==> src/rtl/prlc_pkg.sv <==
package prlc_pkg;

    localparam int unsigned CMD_W       = 2;
    localparam int unsigned MODE_W      = 2;
    localparam int unsigned SECONDS_W   = 14;
    localparam int unsigned MANUAL_W    = 8;
    localparam int unsigned AUTO_W      = 6;
    localparam int unsigned CFG_INDEX_W = 2;
    localparam int unsigned CFG_DATA_W  = 8;
    localparam int unsigned IN_DATA_W   = 8;
    localparam int unsigned OUT_DATA_W  = 24;

    localparam int unsigned SECS_PER_MIN = 60;
    localparam int unsigned MANUAL_MAX   = 180;
    localparam int unsigned AUTO_MIN     = 1;
    localparam int unsigned AUTO_MAX     = 60;
    localparam int unsigned AUTO_RESET   = 5;
    localparam int unsigned SECONDS_MAX  = MANUAL_MAX * SECS_PER_MIN;

    typedef enum logic [CMD_W-1:0] {
        CMD_UPDATE   = 2'd0,
        CMD_TOGGLE   = 2'd1,
        CMD_SET_MODE = 2'd2
    } cmd_t;

    localparam logic [MODE_W-1:0] MODE_MANUAL = 2'd0;
    localparam logic [MODE_W-1:0] MODE_AUTO   = 2'd1;
    localparam logic [MODE_W-1:0] MODE_ALARM  = 2'd2;
    localparam logic [MODE_W-1:0] MODE_KEEP   = 2'd3;

    localparam logic [CFG_INDEX_W-1:0] REG_MANUAL_TIMER = 2'd0;
    localparam logic [CFG_INDEX_W-1:0] REG_AUTO_TIMER   = 2'd1;
    localparam logic [CFG_INDEX_W-1:0] REG_DAY_NIGHT    = 2'd2;

    typedef struct packed {
        logic [MODE_W-1:0]    new_mode;
        logic                 second_tick;
        logic                 is_day;
        logic                 pir_level;
        logic [CMD_W-1:0]     cmd;
    } item_t;

    typedef struct packed {
        logic [MODE_W-1:0]    mode;
        logic                 relay;
        logic [SECONDS_W-1:0] seconds_left;
        logic                 wait_pir_low;
        logic                 pir_qualified;
    } state_t;

    typedef struct packed {
        logic [MANUAL_W-1:0]  manual_timer_minutes;
        logic [AUTO_W-1:0]    auto_timer_minutes;
        logic                 day_night_enabled;
    } cfg_t;

    function automatic logic [SECONDS_W-1:0] minutes_to_seconds(
        input logic [MANUAL_W-1:0] minutes
    );
        return SECONDS_W'(minutes) * SECONDS_W'(SECS_PER_MIN);
    endfunction

endpackage

==> src/rtl/pir_relay_light_controller_unit.sv <==
// pir relay light controller
// input stream s_*: one transaction per command (update, toggle, set mode);
// each accepted transaction yields exactly one result transaction on m_*
// carrying relay, qualified motion, remaining seconds, mode and lockout
// after that command.
// the input transaction is captured in the input register; the next-state
// logic computes the result from it and loads the result register, which
// drives the result transaction on m_*.
// throughput: one transaction per cycle while the result is not stalled; the
// controller state is updated in the same cycle the item moves to the result
// register, so back-to-back items each see the state left by the one before.
// cfg_wr_en/cfg_index/cfg_data write a setting; manual saturates at 180, auto
// clamps cfg_data[5:0] to 1..60, unknown indexes are ignored. write only while idle.
// reset: mode manual, relay off, no timer, no lockout, manual timer 0,
// auto timer 5 minutes, day/night blocking off; both stages empty.
// stall: while m_tready is low the result holds, one more item is held in
// the input register and s_tready then drops.
module pir_relay_light_controller_unit (
    input  logic                                clk,
    input  logic                                rst_n,
    input  logic                                s_tvalid,
    output logic                                s_tready,
    // cmd[1:0], pir_level[2], is_day[3], second_tick[4], new_mode[6:5], zero[7]
    input  logic [prlc_pkg::IN_DATA_W-1:0]      s_tdata,
    output logic                                m_tvalid,
    input  logic                                m_tready,
    // relay[0], pir_detected[1], remaining_seconds[15:2], mode_now[17:16],
    // lockout[18], zero[23:19]
    output logic [prlc_pkg::OUT_DATA_W-1:0]     m_tdata,
    input  logic                                cfg_wr_en,
    input  logic [prlc_pkg::CFG_INDEX_W-1:0]    cfg_index,
    input  logic [prlc_pkg::CFG_DATA_W-1:0]     cfg_data
);

    localparam int unsigned ResultW = $bits(prlc_pkg::state_t);

    logic                  in_valid_reg;
    logic                  in_valid_next;
    prlc_pkg::item_t       in_item_reg;
    logic                  out_valid_reg;
    logic                  out_valid_next;
    logic [prlc_pkg::OUT_DATA_W-1:0] out_data_reg;
    logic [prlc_pkg::OUT_DATA_W-1:0] out_data_next;
    prlc_pkg::state_t      state_reg;
    prlc_pkg::state_t      state_next;
    prlc_pkg::cfg_t        cfg_reg;
    prlc_pkg::cfg_t        cfg_next;
    logic                  advance;
    logic                  in_fire;

    assign advance  = in_valid_reg && (!out_valid_reg || m_tready);
    assign s_tready = !in_valid_reg || advance;
    assign in_fire  = s_tvalid && s_tready;
    assign m_tvalid = out_valid_reg;
    assign m_tdata  = out_data_reg;

    prlc_next_state u_next_state (
        .item       (in_item_reg),
        .state      (state_reg),
        .cfg        (cfg_reg),
        .state_next (state_next)
    );

    always_comb
    begin
        in_valid_next = in_valid_reg;
        if (in_fire)
        begin
            in_valid_next = 1'b1;
        end
        else if (advance)
        begin
            in_valid_next = 1'b0;
        end

        out_valid_next = out_valid_reg;
        if (advance)
        begin
            out_valid_next = 1'b1;
        end
        else if (m_tready)
        begin
            out_valid_next = 1'b0;
        end

        out_data_next = {
            (prlc_pkg::OUT_DATA_W - ResultW)'(0),
            state_next.wait_pir_low,
            state_next.mode,
            state_next.seconds_left,
            state_next.pir_qualified,
            state_next.relay
        };
    end

    // settings saturate into their legal ranges; the auto timer uses only cfg_data[5:0]
    always_comb
    begin
        cfg_next = cfg_reg;
        if (cfg_wr_en)
        begin
            case (cfg_index)
                prlc_pkg::REG_MANUAL_TIMER:
                begin
                    cfg_next.manual_timer_minutes =
                        (cfg_data > prlc_pkg::CFG_DATA_W'(prlc_pkg::MANUAL_MAX)) ?
                        prlc_pkg::MANUAL_W'(prlc_pkg::MANUAL_MAX) :
                        prlc_pkg::MANUAL_W'(cfg_data);
                end
                prlc_pkg::REG_AUTO_TIMER:
                begin
                    if (cfg_data[prlc_pkg::AUTO_W-1:0] <
                        prlc_pkg::AUTO_W'(prlc_pkg::AUTO_MIN))
                    begin
                        cfg_next.auto_timer_minutes = prlc_pkg::AUTO_W'(prlc_pkg::AUTO_MIN);
                    end
                    else if (cfg_data[prlc_pkg::AUTO_W-1:0] >
                             prlc_pkg::AUTO_W'(prlc_pkg::AUTO_MAX))
                    begin
                        cfg_next.auto_timer_minutes = prlc_pkg::AUTO_W'(prlc_pkg::AUTO_MAX);
                    end
                    else
                    begin
                        cfg_next.auto_timer_minutes = cfg_data[prlc_pkg::AUTO_W-1:0];
                    end
                end
                prlc_pkg::REG_DAY_NIGHT:
                begin
                    cfg_next.day_night_enabled = cfg_data[0];
                end
                default:
                begin
                    cfg_next = cfg_reg;
                end
            endcase
        end
    end

    always_ff @(posedge clk or negedge rst_n)
    begin
        if (!rst_n)
        begin
            in_valid_reg                 <= 1'b0;
            out_valid_reg                <= 1'b0;
            state_reg.mode               <= prlc_pkg::MODE_MANUAL;
            state_reg.relay              <= 1'b0;
            state_reg.seconds_left       <= '0;
            state_reg.wait_pir_low       <= 1'b0;
            state_reg.pir_qualified      <= 1'b0;
            cfg_reg.manual_timer_minutes <= '0;
            cfg_reg.auto_timer_minutes   <= prlc_pkg::AUTO_W'(prlc_pkg::AUTO_RESET);
            cfg_reg.day_night_enabled    <= 1'b0;
        end
        else
        begin
            in_valid_reg  <= in_valid_next;
            out_valid_reg <= out_valid_next;
            cfg_reg       <= cfg_next;
            if (advance)
            begin
                state_reg <= state_next;
            end
        end
    end

    always_ff @(posedge clk)
    begin
        if (in_fire)
        begin
            in_item_reg <= prlc_pkg::item_t'(s_tdata[$bits(prlc_pkg::item_t)-1:0]);
        end
        if (advance)
        begin
            out_data_reg <= out_data_next;
        end
    end

`ifndef NO_ASSERTIONS
    // lockout is only ever set in auto mode and any mode change clears it
    a_lockout_only_auto: assert property (@(posedge clk) disable iff (!rst_n)
        state_reg.wait_pir_low |-> (state_reg.mode == prlc_pkg::MODE_AUTO))
        else $error("lockout set outside auto mode");

    a_mode_legal: assert property (@(posedge clk) disable iff (!rst_n)
        state_reg.mode != prlc_pkg::MODE_KEEP)
        else $error("mode register holds the keep code");

    a_timer_bound: assert property (@(posedge clk) disable iff (!rst_n)
        state_reg.seconds_left <= prlc_pkg::SECONDS_W'(prlc_pkg::SECONDS_MAX))
        else $error("off timer above its maximum");

    // a stalled result must not let the controller state move on
    a_state_holds_on_stall: assert property (@(posedge clk) disable iff (!rst_n)
        (out_valid_reg && !m_tready) |=> $stable(state_reg))
        else $error("state changed while result stalled");
`endif

endmodule

==> src/rtl/prlc_next_state.sv <==
module prlc_next_state (
    input  prlc_pkg::item_t  item,
    input  prlc_pkg::state_t state,
    input  prlc_pkg::cfg_t   cfg,
    output prlc_pkg::state_t state_next
);

    logic [prlc_pkg::SECONDS_W-1:0] manual_secs;
    logic [prlc_pkg::SECONDS_W-1:0] auto_secs;
    logic                           blocked;
    prlc_pkg::state_t               upd;

    assign manual_secs = prlc_pkg::minutes_to_seconds(cfg.manual_timer_minutes);
    assign auto_secs   = prlc_pkg::minutes_to_seconds(
                             prlc_pkg::MANUAL_W'(cfg.auto_timer_minutes));
    assign blocked     = cfg.day_night_enabled && item.is_day;

    // periodic update: lockout filter, timer countdown, mode action
    always_comb
    begin
        upd = state;
        if (state.wait_pir_low)
        begin
            if (!item.pir_level)
            begin
                upd.wait_pir_low = 1'b0;
            end
            upd.pir_qualified = 1'b0;
        end
        else
        begin
            upd.pir_qualified = item.pir_level;
        end

        if ((state.seconds_left != '0) && item.second_tick)
        begin
            if (state.seconds_left == prlc_pkg::SECONDS_W'(1))
            begin
                upd.relay        = 1'b0;
                upd.seconds_left = '0;
            end
            else
            begin
                upd.seconds_left = state.seconds_left - prlc_pkg::SECONDS_W'(1);
            end
        end

        if (state.mode == prlc_pkg::MODE_ALARM)
        begin
            upd.relay = 1'b0;
        end
        else if (state.mode == prlc_pkg::MODE_AUTO)
        begin
            if (!blocked && !upd.wait_pir_low && upd.pir_qualified)
            begin
                upd.relay        = 1'b1;
                upd.seconds_left = auto_secs;
            end
        end
    end

    always_comb
    begin
        state_next = state;
        unique case (item.cmd)
            prlc_pkg::CMD_UPDATE:
            begin
                state_next = upd;
            end
            prlc_pkg::CMD_TOGGLE:
            begin
                state_next.relay        = !state.relay;
                state_next.seconds_left = state.relay ? '0 : manual_secs;
                if (state.mode == prlc_pkg::MODE_AUTO)
                begin
                    state_next.wait_pir_low = 1'b1;
                end
            end
            prlc_pkg::CMD_SET_MODE:
            begin
                if (item.new_mode != prlc_pkg::MODE_KEEP)
                begin
                    state_next.mode = item.new_mode;
                end
                state_next.relay        = 1'b0;
                state_next.seconds_left = '0;
                state_next.wait_pir_low = 1'b0;
            end
            default:
            begin
                state_next = state;
            end
        endcase
    end

endmodule

==> config.mk <==
export PLATFORM = sky130hd
export DESIGN_NAME = pir_relay_light_controller_unit
export DESIGN_NICKNAME = d
export VERILOG_FILES = /design/src/rtl/prlc_pkg.sv /design/src/rtl/pir_relay_light_controller_unit.sv /design/src/rtl/prlc_next_state.sv
export SDC_FILE = /design/constraint.sdc
export NUM_CORES = 1
export LEC_CHECK = 0
export BUFFER_PORTS_ARGS = -buffer_cell sky130_fd_sc_hd__buf_2
export CORE_UTILIZATION = 50
export CTS_CLUSTER_DIAMETER = 120
export DETAILED_ROUTE_END_ITERATION = 16
export PLACE_DENSITY = 0.72
export SLEW_MARGIN = 20
export SYNTH_ARGS = -nofsm -noshare
export SYNTH_HDL_FRONTEND = slang
export SYNTH_HIERARCHICAL = 1
export SYNTH_SLANG_ARGS = --single-unit
==> constraint.sdc <==
create_clock -name clk -period 3.1 [get_ports clk]
set_clock_uncertainty 0.05 [all_clocks]
set_input_delay 0 -clock clk [delete_from_list [all_inputs] [get_ports clk]]
set_output_delay 0 -clock clk [all_outputs]
set_load 0.05 [all_outputs]
# Word level (Yosys, flattened, before mapping)
# Cells that the tools add are included.
classes:
  n_mul: 2
  order_cmp: 3
  n_reduce_logical: 21
  eq_ne: 8
  n_mux: 23
  n_addsub: 1
op_table:
  columns: ["cell", "n"]
  rows:
  - ["$pmux 16 s3", 1]
  - ["$mux 15", 3]
  - ["$mux 14", 3]
  - ["$eq 14x1->1 const B", 1]
  - ["$reduce_bool 14->1", 1]
  - ["$sub 14x1->14 const B", 1]
  - ["$mul 8x4->12 const B", 1]
  - ["$mux 6", 2]
  - ["$mux 1", 11]
  - ["$mul 6x4->10 const B", 1]
  - ["$gt 8x8->1 const B", 1]
  - ["$mux 8", 1]
  - ["$eq 2x1->1 const B", 3]
  - ["$eq 2x2->1 const B", 3]
  - ["$gt 6x6->1 const B", 1]
  - ["$logic_and 1x1->1", 6]
  - ["$lt 6x1->1 const B", 1]
  - ["$reduce_and 2->1", 3]
  - ["$logic_not 1->1", 5]
  - ["$logic_not 2->1", 2]
  - ["$mux 2", 2]
  - ["$reduce_bool 2->1", 2]
  - ["$logic_or 1x1->1", 2]
  - ["$ne 2x2->1 const B", 1]
word_totals:
  output_inout_bits: 26
  regBits: 62
  input_bits: 23
  wordCells: 74

# Longest topological paths before layout
# Gate-level depths: netlist of run 1.
depth:
  depth_word: 9
  depth_mapped: 12
  depth_no_buf: 12

# Hierarchy
# The synthesis of run 1 kept the hierarchy.
modules_own_cells:
  columns: ["mod", "area_each_um2", "cells_per_inst", "n_inst", "seq_area_each_um2"]
  rows:
  - ["pir_relay_light_controller_unit", 2317.2, 141, 1, 1684.1]
  - ["prlc_next_state", 2208.4, 289, 1, 0.0]

# Worst setup path before layout of run 1
# Ideal clock, no wire load.
synth_timing:
  kind: "register to register"
  start: "register cfg_reg[10] in the netlist's numbering"
  end: "register state_reg[12] in the netlist's numbering"
  setup_ns: 0.125
  stages_incl_launch_ff: 13
  required_ns: 2.925
  path_buffers: 0
  t_arrival_ns: 3.169
  synth_period_minus_slack_ns: 3.344
  setup_slack_ns: -0.244
  cell_sequence: "dfrtp_1 inv_1 fa_1 fa_1 inv_1 ha_1 nor2b_1 o31a_1 o21ai_0 nor3b_1 nor3_1 a211o_1 mux2_2"
synth_rtl:
  columns: ["element", "line", "rtl"]
  rows:
  - ["start: declaration", "pir_relay_light_controller_unit.sv:46", "prlc_pkg::cfg_t cfg_reg;"]
  - ["start signal: assignment", "pir_relay_light_controller_unit.sv:158", "cfg_reg <= cfg_next;"]
  - ["end signal: assignment", "pir_relay_light_controller_unit.sv:161", "state_reg <= state_next;"]
  - ["end: declaration", "pir_relay_light_controller_unit.sv:44", "prlc_pkg::state_t state_reg;"]

==> flow_metrics.py, run 1 <==
metrics = {
    "die": {
        "fp.dieH_um": 97.14,
        "fp.dieArea_um2": 9435,
        "fp.dieW_um": 97.14,
        "core-area_um2": 8721,
        "start_util_pct": 51.89,
        "std_cell_rows": 34,
        "io_pins": 49,
    },
    "sta": {
        "layout_setup_ws_ps": -286.4,
        "finalCritPeriodShare_pct": 109.2,
        "drv_slew": 0,
        "fin_crit_ps": 3386,
        "relSlewSlack_pct": 40.56,
        "finalHoldViolCount": 0,
        "rsz0062_at_grt": "true",
        "finalSetupViolCount": 16,
        "worstMarginPinSlew_ps": 891.6,
        "fmax_mhz": 295.3,
        "tns_ps": -1715,
    },
    "logic_synthesis": {
        "synth.distinct_cells": 69,
        "synth_enable_flop_cells": 26,
        "synth_area_per_cell_um2": 10.52,
        "ys_warn_count": 6,
        "async_flop_share_pct": 58.06,
        "syn_inst": 430,
        "synth_top_flop_cell": "dfrtp_1",
        "synth_seq_cells": 62,
        "synth_area_um2": 4526,
        "seq_area_frac_synth_pct": 37.21,
    },
    "clock_network": {
        "clockRootBuffer": "clkbuf_8",
        "numCtsBuffers": 9,
        "clock_sinks": 62,
        "cts_tree": "built",
        "clk_pin_slew_ps": 80,
        "htree_levels": 3,
        "clk_path_buf_depth": 2,
        "clk_latency_ps": 360,
    },
    "drt": {
        "drc": 0,
        "drt-total-wl_mm": 10.70,
        "wire_per_inst_um": 16.09,
        "dr_total_vias": 3658,
        "vias_per_cell": 5.501,
        "dr.first_iter.drc_count": 116,
        "ant_nets": 0,
        "first_pass_iters": 5,
    },
    "layout": {
        "design_area_um2": 5821,
        "nNetsFinal": 627,
        "n_antenna_cell": 0,
        "drive_above_1_share_pct": 34.11,
        "instances_no_fill": 665,
        "n_fill_cell": 628,
        "area_growth_pct": 28.61,
    },
    "placed_design": {
        "place_hpwl_mm": 7.509,
        "gp_congestion": 0.9021,
        "dp_cells": 613,
        "placed_cell_area_um2": 5213,
        "pre_cts_ws_ps": -342.4,
        "io_buffer_count": 42,
    },
    "flow_run": {
        "maxCapViolCount": 0,
    },
    "outcome": {
        "violations": "setup timing",
        "status": "complete, but fails checks",
    },
    "critical_path": {
        "crit_path_end_kind": "register",
        "crit_required_ps": 3290,
        "reg2reg_setup_slack_ps": -290,
        "path_max_fanout": 3,
        "path_class": "reg -> reg",
        "cp.arrival_ps": 3580,
        "critical_path.startpoint_type": "register",
    },
    "pwr": {
        "post-layout-total-power_mw": 5.701,
        "powerDensity_nw_per_um2": 979.5,
        "p_leak_nw": 2.631,
        "vdd_drop_max_mv": 0.5307,
    },
    "grt": {
        "antenna_found_initial": 0,
        "overflow": 0,
        "grt_util_all_layers_pct": 24.02,
        "grt_pass1_wl_mm": 17.88,
        "grt_max_degree": 37,
        "grt_pass1_vias": 3808,
    },
    "worst_hold_path": {
        "hp-class": "in -> async",
    },
}
timing repair:
action / CTS / global route
endpoints found under the hold margin: 58 / 0
pin swaps: 13 / 7
hold buffers: 29 / 0
gates resized for setup: 14 / 7
setup buffers: 5 / 2
setup endpoints to repair: 15 / 17
power breakdown:
group	switching [mW]	internal (mW)	leakage [nW]	total (mW)
Combinational	1.95	1.78	1.85	3.73
Clock	0.333	0.286	0.0820	0.620
Sequential	0.241	1.11	0.699	1.35
Total	2.52	3.18	2.63	5.70
synth_stat cells (5+ instances only):
cell type | n | area share (%)
nor3_1 | 9 | 1.0
o21a_1 | 6 | 1.0
dfrtp_1 | 34 | 19
xnor2_1 | 5 | 0.97
ha_1 | 30 | 8.3
xor2_1 | 7 | 1.4
nand3_1 | 6 | 0.66
inv_1 | 55 | 4.6
edfxtp_1 | 26 | 17
buf_4 | 5 | 0.83
a21oi_1 | 21 | 2.3
nand2_1 | 21 | 1.7
nand2b_1 | 7 | 0.97
nor2b_1 | 7 | 0.97
clkbuf_1 | 5 | 0.41
a22oi_1 | 5 | 0.83
fa_1 | 22 | 9.7
nor2_1 | 28 | 2.3
mux2_2 | 26 | 6.5
o21ai_0 | 18 | 2.0
a21o_1 | 6 | 1.0
through the flow:
stage / utilization (%) / hold WS (ps)
final: 66.74 / 254.0
after global routing: 66.74 / 304.8
after floorplan: - / -345.6
after global placement: 59.77 / 102.6
after detailed placement: 59.77 / 119.1
after CTS: 66.14 / 271.0
per-layer routing:
layer | global-route usage [%] | vias to the layer above | part of all wire (%) | routed length [um]
met1 | 27.54 | 1765 | 41 | 4354
met2 | 43.28 | 110 | 52 | 5610
met4 | 9.644 | 0 | 2.5 | 263
met5 | 0 | - | 0 | 0
li1 | - | 1752 | - | -
met3 | 5.252 | 31 | 4.4 | 470
final cells by class:
type                            instances  area, um^2  area share (%)
Clock buffer                           10       127.6           2.193
Clock inverter                          6       38.79          0.6664
Inverter                               55       206.4           3.547
Multi-Input combinational cell        302        2745           47.16
Sequential cell                        62        1684           28.93
Tap cell                              108       135.1           2.322
Timing Repair Buffer                  122       883.3           15.18
kinds of logic after synthesis:
family	after synthesis	share of synthesized area (%)
other cells	1	0.08286
xor+xnor	12	2.322
mux	27	6.691
fa+ha+maj	52	18.03
compound gates	97	14.60
simple gates	109	14.16
flops	62	37.21
buf+inv	70	6.912
worst max-delay path, cell delays in order (launching register included):
cell	delay, ps
dfstp_2	570
inv_2	60
fa_2	560
fa_1	430
inv_2	90
ha_4	200
nand3_2	50
o211ai_1	110
o41ai_2	250
xor2_1	290
mux2_4	220
o221ai_4	100
mux2_4	290
cell usage in the layout, fill, tap and decap left out, types with 7 or more instances in the layout:
cell type	Yosys	final
a21oi_1	21	17
fa_1	22	19
edfxtp_1	26	26
ha_1	30	25
nor3_1	9	8
dfrtp_1	34	34
nand2_1	21	21
buf_2	1	42
o21ai_0	18	14
clkbuf_8	0	9
buf_4	5	51
nor2_1	28	27
xor2_1	7	7
inv_1	55	46
mux2_2	26	24
nand2b_1	7	7
inv_2	0	9
dlygate4sd3_1	0	29
path summary, 6_finish.rpt:
check,startpoint,depth (start not counted),endpoint
min in group clk,s_tdata[5],2,in_item_reg[5]
min reg2reg,state_reg[0],1,state_reg[0]
max,cfg_reg[3],12,state_reg[13]
max in group asynchronous,rst_n,2,cfg_reg[2]
min,rst_n,2,state_reg[6]
max reg2reg,cfg_reg[3],12,state_reg[13]
Power figures use the tool's default switching activity.
==> run 2: changes to the inputs <==
--- a/config.mk
+++ b/config.mk
@@ -9,7 +9,7 @@
 export CORE_UTILIZATION = 50
 export CTS_CLUSTER_DIAMETER = 120
 export DETAILED_ROUTE_END_ITERATION = 16
-export PLACE_DENSITY = 0.72
+export PLACE_DENSITY = 0.73
 export SLEW_MARGIN = 20
 export SYNTH_ARGS = -nofsm -noshare
 export SYNTH_HDL_FRONTEND = slang
==> run 2 against run 1 <==
Against the previous run:
- the flow still finishes with violations (setup timing)
- first-iteration DRC count up 36%
- clock power increased by 40%
- core utilization is 0.56 points higher
- largest cell class unchanged
- largest power group unchanged
==> flow_metrics.py, run 2 (same netlist as run 1, synthesis figures left out) <==
metrics = {
    "clock_network": {
        "htree_levels": 3,
        "clk_path_buf_depth": 2,
        "numCtsBuffers": 9,
        "cts_tree": "built",
        "clk_latency_ps": 340,
        "clockRootBuffer": "clkbuf_8",
        "clock_sinks": 62,
        "clk_pin_slew_ps": 70,
    },
    "die": {
        "fp.dieArea_um2": 9435,
        "std_cell_rows": 34,
        "io_pins": 49,
        "fp.dieH_um": 97.14,
        "core-area_um2": 8721,
        "fp.dieW_um": 97.14,
        "start_util_pct": 51.89,
    },
    "sta": {
        "drv_slew": 0,
        "finalCritPeriodShare_pct": 110.1,
        "rsz0062_at_grt": "true",
        "layout_setup_ws_ps": -313.5,
        "tns_ps": -2148,
        "relSlewSlack_pct": 41.65,
        "finalHoldViolCount": 0,
        "worstMarginPinSlew_ps": 875.2,
        "fin_crit_ps": 3413,
        "fmax_mhz": 293.0,
        "finalSetupViolCount": 16,
    },
    "drt": {
        "vias_per_cell": 5.554,
        "dr_total_vias": 3660,
        "first_pass_iters": 6,
        "drt-total-wl_mm": 11.00,
        "ant_nets": 0,
        "wire_per_inst_um": 16.69,
        "dr.first_iter.drc_count": 158,
        "drc": 0,
    },
    "flow_run": {
        "maxCapViolCount": 0,
    },
    "critical_path": {
        "cp_slowest_stage_delay_ps": 570,
        "critPathBufInv": 0,
        "cp_slowest_cell": "dfstp_2",
        "path_cells": "fa_1, fa_1, ha_1, a21oi_2, o211ai_1, o41ai_2, xor2_1, mux2_4, o221ai_2, mux2_4",
        "cp.arrival_ps": 3600,
        "path_class": "reg -> reg",
        "r2r_start": "cfg_reg[3]",
        "crit_family": "adder cells",
        "critical_path.startpoint_type": "register",
        "critPathLaunch": "cfg_reg[3]",
        "crit_path_end_kind": "register",
        "crit_required_ps": 3280,
        "path_max_fanout": 3,
    },
    "worst_hold_path": {
        "hp-class": "in -> reg",
        "min_from": "cfg_index[0]",
    },
    "placed_design": {
        "place_hpwl_mm": 7.543,
        "gp_congestion": 0.8132,
        "io_buffer_count": 42,
    },
    "pwr": {
        "vdd_drop_max_mv": 0.5776,
        "p_leak_nw": 2.658,
        "powerDensity_nw_per_um2": 1041,
        "post-layout-total-power_mw": 6.110,
    },
    "grt": {
        "grt_util_all_layers_pct": 24.49,
        "overflow": 0,
        "grt_max_degree": 37,
        "antenna_found_initial": 0,
        "grt_pass1_wl_mm": 18.07,
        "grt_pass1_vias": 3752,
    },
    "outcome": {
        "violations": "setup timing",
        "status": "complete, but fails checks",
    },
    "layout": {
        "post-route-util_pct": 67.30,
        "area_growth_pct": 29.69,
        "n_antenna_cell": 0,
        "drive_above_1_share_pct": 35.03,
        "nNetsFinal": 621,
        "layout_common_cells": "49 x buf_4, 44 x inv_1, 42 x buf_2",
        "layout_commonest_cell": "buf_4",
    },
}
## run 2: power by group
part           total (mW)  internal [mW]  switching (mW)  leakage (nW)
clock network       0.871          0.533           0.338         0.114
logic                3.89           1.86            2.03          1.85
registers            1.35           1.11           0.243         0.699
## run 2: final timing paths
path,cells past startpoint,to,slack (ps)
setup / recovery,10,state_reg[13],-310
hold / removal,3,cfg_reg[1],20
setup reg to reg,10,state_reg[13],-310
hold reg to reg,1,state_reg[0],470
max in group asynchronous,2,cfg_reg[12],2180
min in group asynchronous,2,state_reg[7],240
## run 2: tightest hold or removal path, cell delays in order
cell and delay [ps]:
buf_2 130, nand3b_2 160, o21ai_0 110
## run 2: repair_timing
action / 4_1_cts / 5_1_grt
endpoints found under the setup margin: 16 / 17
endpoints found under the hold margin: 58 / 0
hold buffers: 25 / 0
setup buffers: 4 / 3
pin swaps: 13 / 7
resized for setup: 20 / 11
## run 2: stage by stage
stage / instance area, um^2 / worst slack (ps) / std cells / hold slack [ps]
final: 5869 / -313.5 / 659 / 18.18
after floorplan: 4643 / -50.69 / 434 / -345.6
after global routing: 5869 / -382.5 / 659 / 42.13
after global placement: 5197 / -314.3 / 611 / 102.9
after CTS: 5803 / -322.5 / 656 / 6.649
after detailed placement: 5197 / -390.6 / 611 / 111.0
## run 2: cell type report
cell class	count	area, um^2
clock buffers	10	127.6
clock inverters	6	110.1
fillers	654	2851
inverters	55	206.4
multi-input cells	302	2778
flip-flops and latches	62	1684
well taps	108	135.1
repair buffers	116	828.3
## run 2: routing by layer
metal | vias to the layer above | global-route usage, % | share of wire (%)
met2 | 98 | 45.02 | 54
met3 | 12 | 5.755 | 4.3
met5 | - | 0 | 0
met1 | 1809 | 28.03 | 41
met4 | 0 | 7.463 | 1.3
li1 | 1741 | - | -
==> run 3: changes to the inputs <==
==> constraint.sdc (replaced) <==
create_clock -name clk -period 3.1 [get_ports clk]
set_clock_uncertainty 0.05 [all_clocks]
set_input_delay 0.62 -clock clk [delete_from_list [all_inputs] [get_ports clk]]
set_output_delay 0.62 -clock clk [all_outputs]
set_load 0.05 [all_outputs]
==> run 3 against run 2 <==
Against the previous run:
- the run still ends with setup timing left
- critical path depth unchanged
- count of clock-buffer cells in the layout unchanged
- design area fell by 1.7%
- core utilization fell by 1.1 points
- worst setup slack worse by 7.5 ps
- register-to-register slack barely moved
- sequential share of layout area is 0.49 points higher
- non-clock buffer count decreased by 11
- combinational power rose by 2%
- hold slack improved by 320 ps
- critical path type unchanged
- largest power group unchanged
==> flow_metrics.py, run 3 (same netlist as run 1, synthesis figures left out) <==
metrics = {
    "drt": {
        "wire_per_inst_um": 15.36,
        "vias_per_cell": 5.431,
        "ant_nets": 0,
        "dr_total_vias": 3519,
        "drc": 0,
        "dr.first_iter.drc_count": 119,
        "first_pass_iters": 4,
        "drt-total-wl_mm": 9.954,
    },
    "pwr": {
        "vdd_drop_max_mv": 0.4129,
        "comb_power_share_pct": 65.5,
        "powerDensity_nw_per_um2": 1048,
        "sw_frac_of_total_pct": 43.32,
        "clkPwrFrac_pct": 12.2,
        "p_leak_nw": 2.645,
        "power_frac_seq_pct": 22.3,
        "post-layout-total-power_mw": 6.050,
        "p_sw_mw": 2.621,
        "p_int_mw": 3.429,
    },
    "worst_hold_path": {
        "hp-class": "in -> async",
    },
    "die": {
        "start_util_pct": 51.89,
        "fp.dieH_um": 97.14,
        "io_pins": 49,
        "fp.dieArea_um2": 9435,
        "fp.dieW_um": 97.14,
        "std_cell_rows": 34,
        "core-area_um2": 8721,
    },
    "clock_network": {
        "cts_tree": "built",
        "clk_pin_slew_ps": 70,
        "numCtsBuffers": 9,
        "htree_levels": 3,
        "clk_latency_ps": 350,
        "postCtsHoldBufs": 0,
        "clk_path_buf_depth": 2,
        "clockRootBuffer": "clkbuf_8",
        "clock_sinks": 62,
    },
    "layout": {
        "drive_above_1_share_pct": 39.81,
        "area_growth_pct": 27.51,
        "layout_common_cells": "60 x buf_4, 44 x inv_1, 42 x buf_2",
        "design_area_um2": 5771,
        "instances_no_fill": 648,
        "nNetsFinal": 610,
        "n_antenna_cell": 0,
        "layout_commonest_cell": "buf_4",
    },
    "outcome": {
        "status": "complete, but fails checks",
        "violations": "setup timing",
    },
    "sta": {
        "layout_setup_ws_ps": -321.0,
        "finalHoldViolCount": 0,
        "rsz0062_at_grt": "true",
        "tns_ps": -3271,
        "finalCritPeriodShare_pct": 110.4,
        "fin_crit_ps": 3421,
        "relSlewSlack_pct": 41.43,
        "finalSetupViolCount": 17,
        "drv_slew": 0,
        "worstMarginPinSlew_ps": 878.6,
        "fmax_mhz": 292.3,
        "whs_ps": 341.4,
    },
    "grt": {
        "overflow": 0,
        "grt_max_degree": 37,
        "grt_util_all_layers_pct": 22.03,
        "grt_pass1_wl_mm": 16.53,
        "antenna_found_initial": 0,
        "grt_pass1_vias": 3542,
    },
    "flow_run": {
        "maxCapViolCount": 0,
    },
    "critical_path": {
        "crit_required_ps": 3160,
        "critical_path.startpoint_type": "register",
        "crit_path_end_kind": "register",
        "cp_slowest_cell": "fa_1",
        "reg2reg_depth": 10,
        "r2r_start": "cfg_reg[8]",
        "critPathLaunch": "cfg_reg[8]",
        "cp_slowest_stage_delay_ps": 630,
        "path_class": "reg -> reg",
        "path_cells": "fa_1, fa_1, ha_4, a211oi_4, o21ai_2, a21o_1, a41oi_2, xor2_2, o221ai_2, buf_4",
        "cp-endpoint": "m_tdata[15]",
        "cp.arrival_ps": 3480,
        "reg2reg_setup_slack_ps": -320,
        "reg2reg_to": "m_tdata[15]",
        "path_max_fanout": 3,
        "crit_path_frequent_cell": "fa_1",
    },
    "placed_design": {
        "place_hpwl_mm": 7.385,
        "placed_cell_area_um2": 5265,
        "io_buffer_count": 42,
        "gp_congestion": 0.8439,
        "dp_cells": 620,
    },
}
==> run 3: area by class of cell <==
| type | instances | area, um^2 |
|---|---|---|
| well taps | 108 | 135.1 |
| multi-input cells | 302 | 2844 |
| clock buffers | 10 | 137.6 |
| inverters | 55 | 206.4 |
| flip-flops and latches | 62 | 1684 |
| clock inverters | 6 | 68.82 |
| fillers | 664 | 2950 |
| repair buffers | 105 | 694.4 |
==> run 3: worst max-delay path, delay by kind of cell, from the launching register on <==
| family | cells | cell delay, ps |
|---|---|---|
| DFF | 1 | 430 |
| buffers and inverters | 1 | 170 |
| AOI/OAI and AO/OA | 5 | 930 |
| xor gates and xnor gates | 1 | 220 |
| adders and majority gates | 3 | 1390 |
==> run 3: metrics by stage <==
step | setup WS [ps] | util [%]
after CTS | -295.8 | 64.72
after detailed placement | -362.6 | 60.37
after global placement | -299.6 | 60.37
final | -321.0 | 66.17
after global routing | -423.0 | 66.17
after floorplan | -50.69 | -
==> run 3: routing by layer <==
layer / GRT usage, % / vias up / wire length [um]
met5: 0 / - / 0
met4: 5.741 / 0 / 107
met1: 26.55 / 1712 / 4171
li1: - / 1720 / -
met2: 39.87 / 76 / 5293
met3: 4.604 / 11 / 381
==> run 3: repair_timing <==
item,in CTS,in global routing
gates resized for setup,24,23
setup buffers,8,9
pin swaps,22,13
setup endpoints to repair,17,17
==> run 3: worst min path at each step <==
stage | end | slack (ps)
2_1_floorplan | cfg_reg[0] | 270
3_3_place_gp | m_tvalid | 420
3_5_place_dp | m_tvalid | 440
4_1_cts | state_reg[7] | 370
5_1_grt | in_item_reg[6] | 380
6_report | state_reg[10] | 340
==> run 3: power groups by stage <==
stage	Clock [mW]	Sequential [mW]	Combinational [mW]
floorplan	0	1.52	2.14
global placement	0	1.34	3.23
detailed placement	0	1.36	3.34
CTS	0.757	1.35	3.69
global route	0.787	1.38	4.34
finish	0.736	1.35	3.97
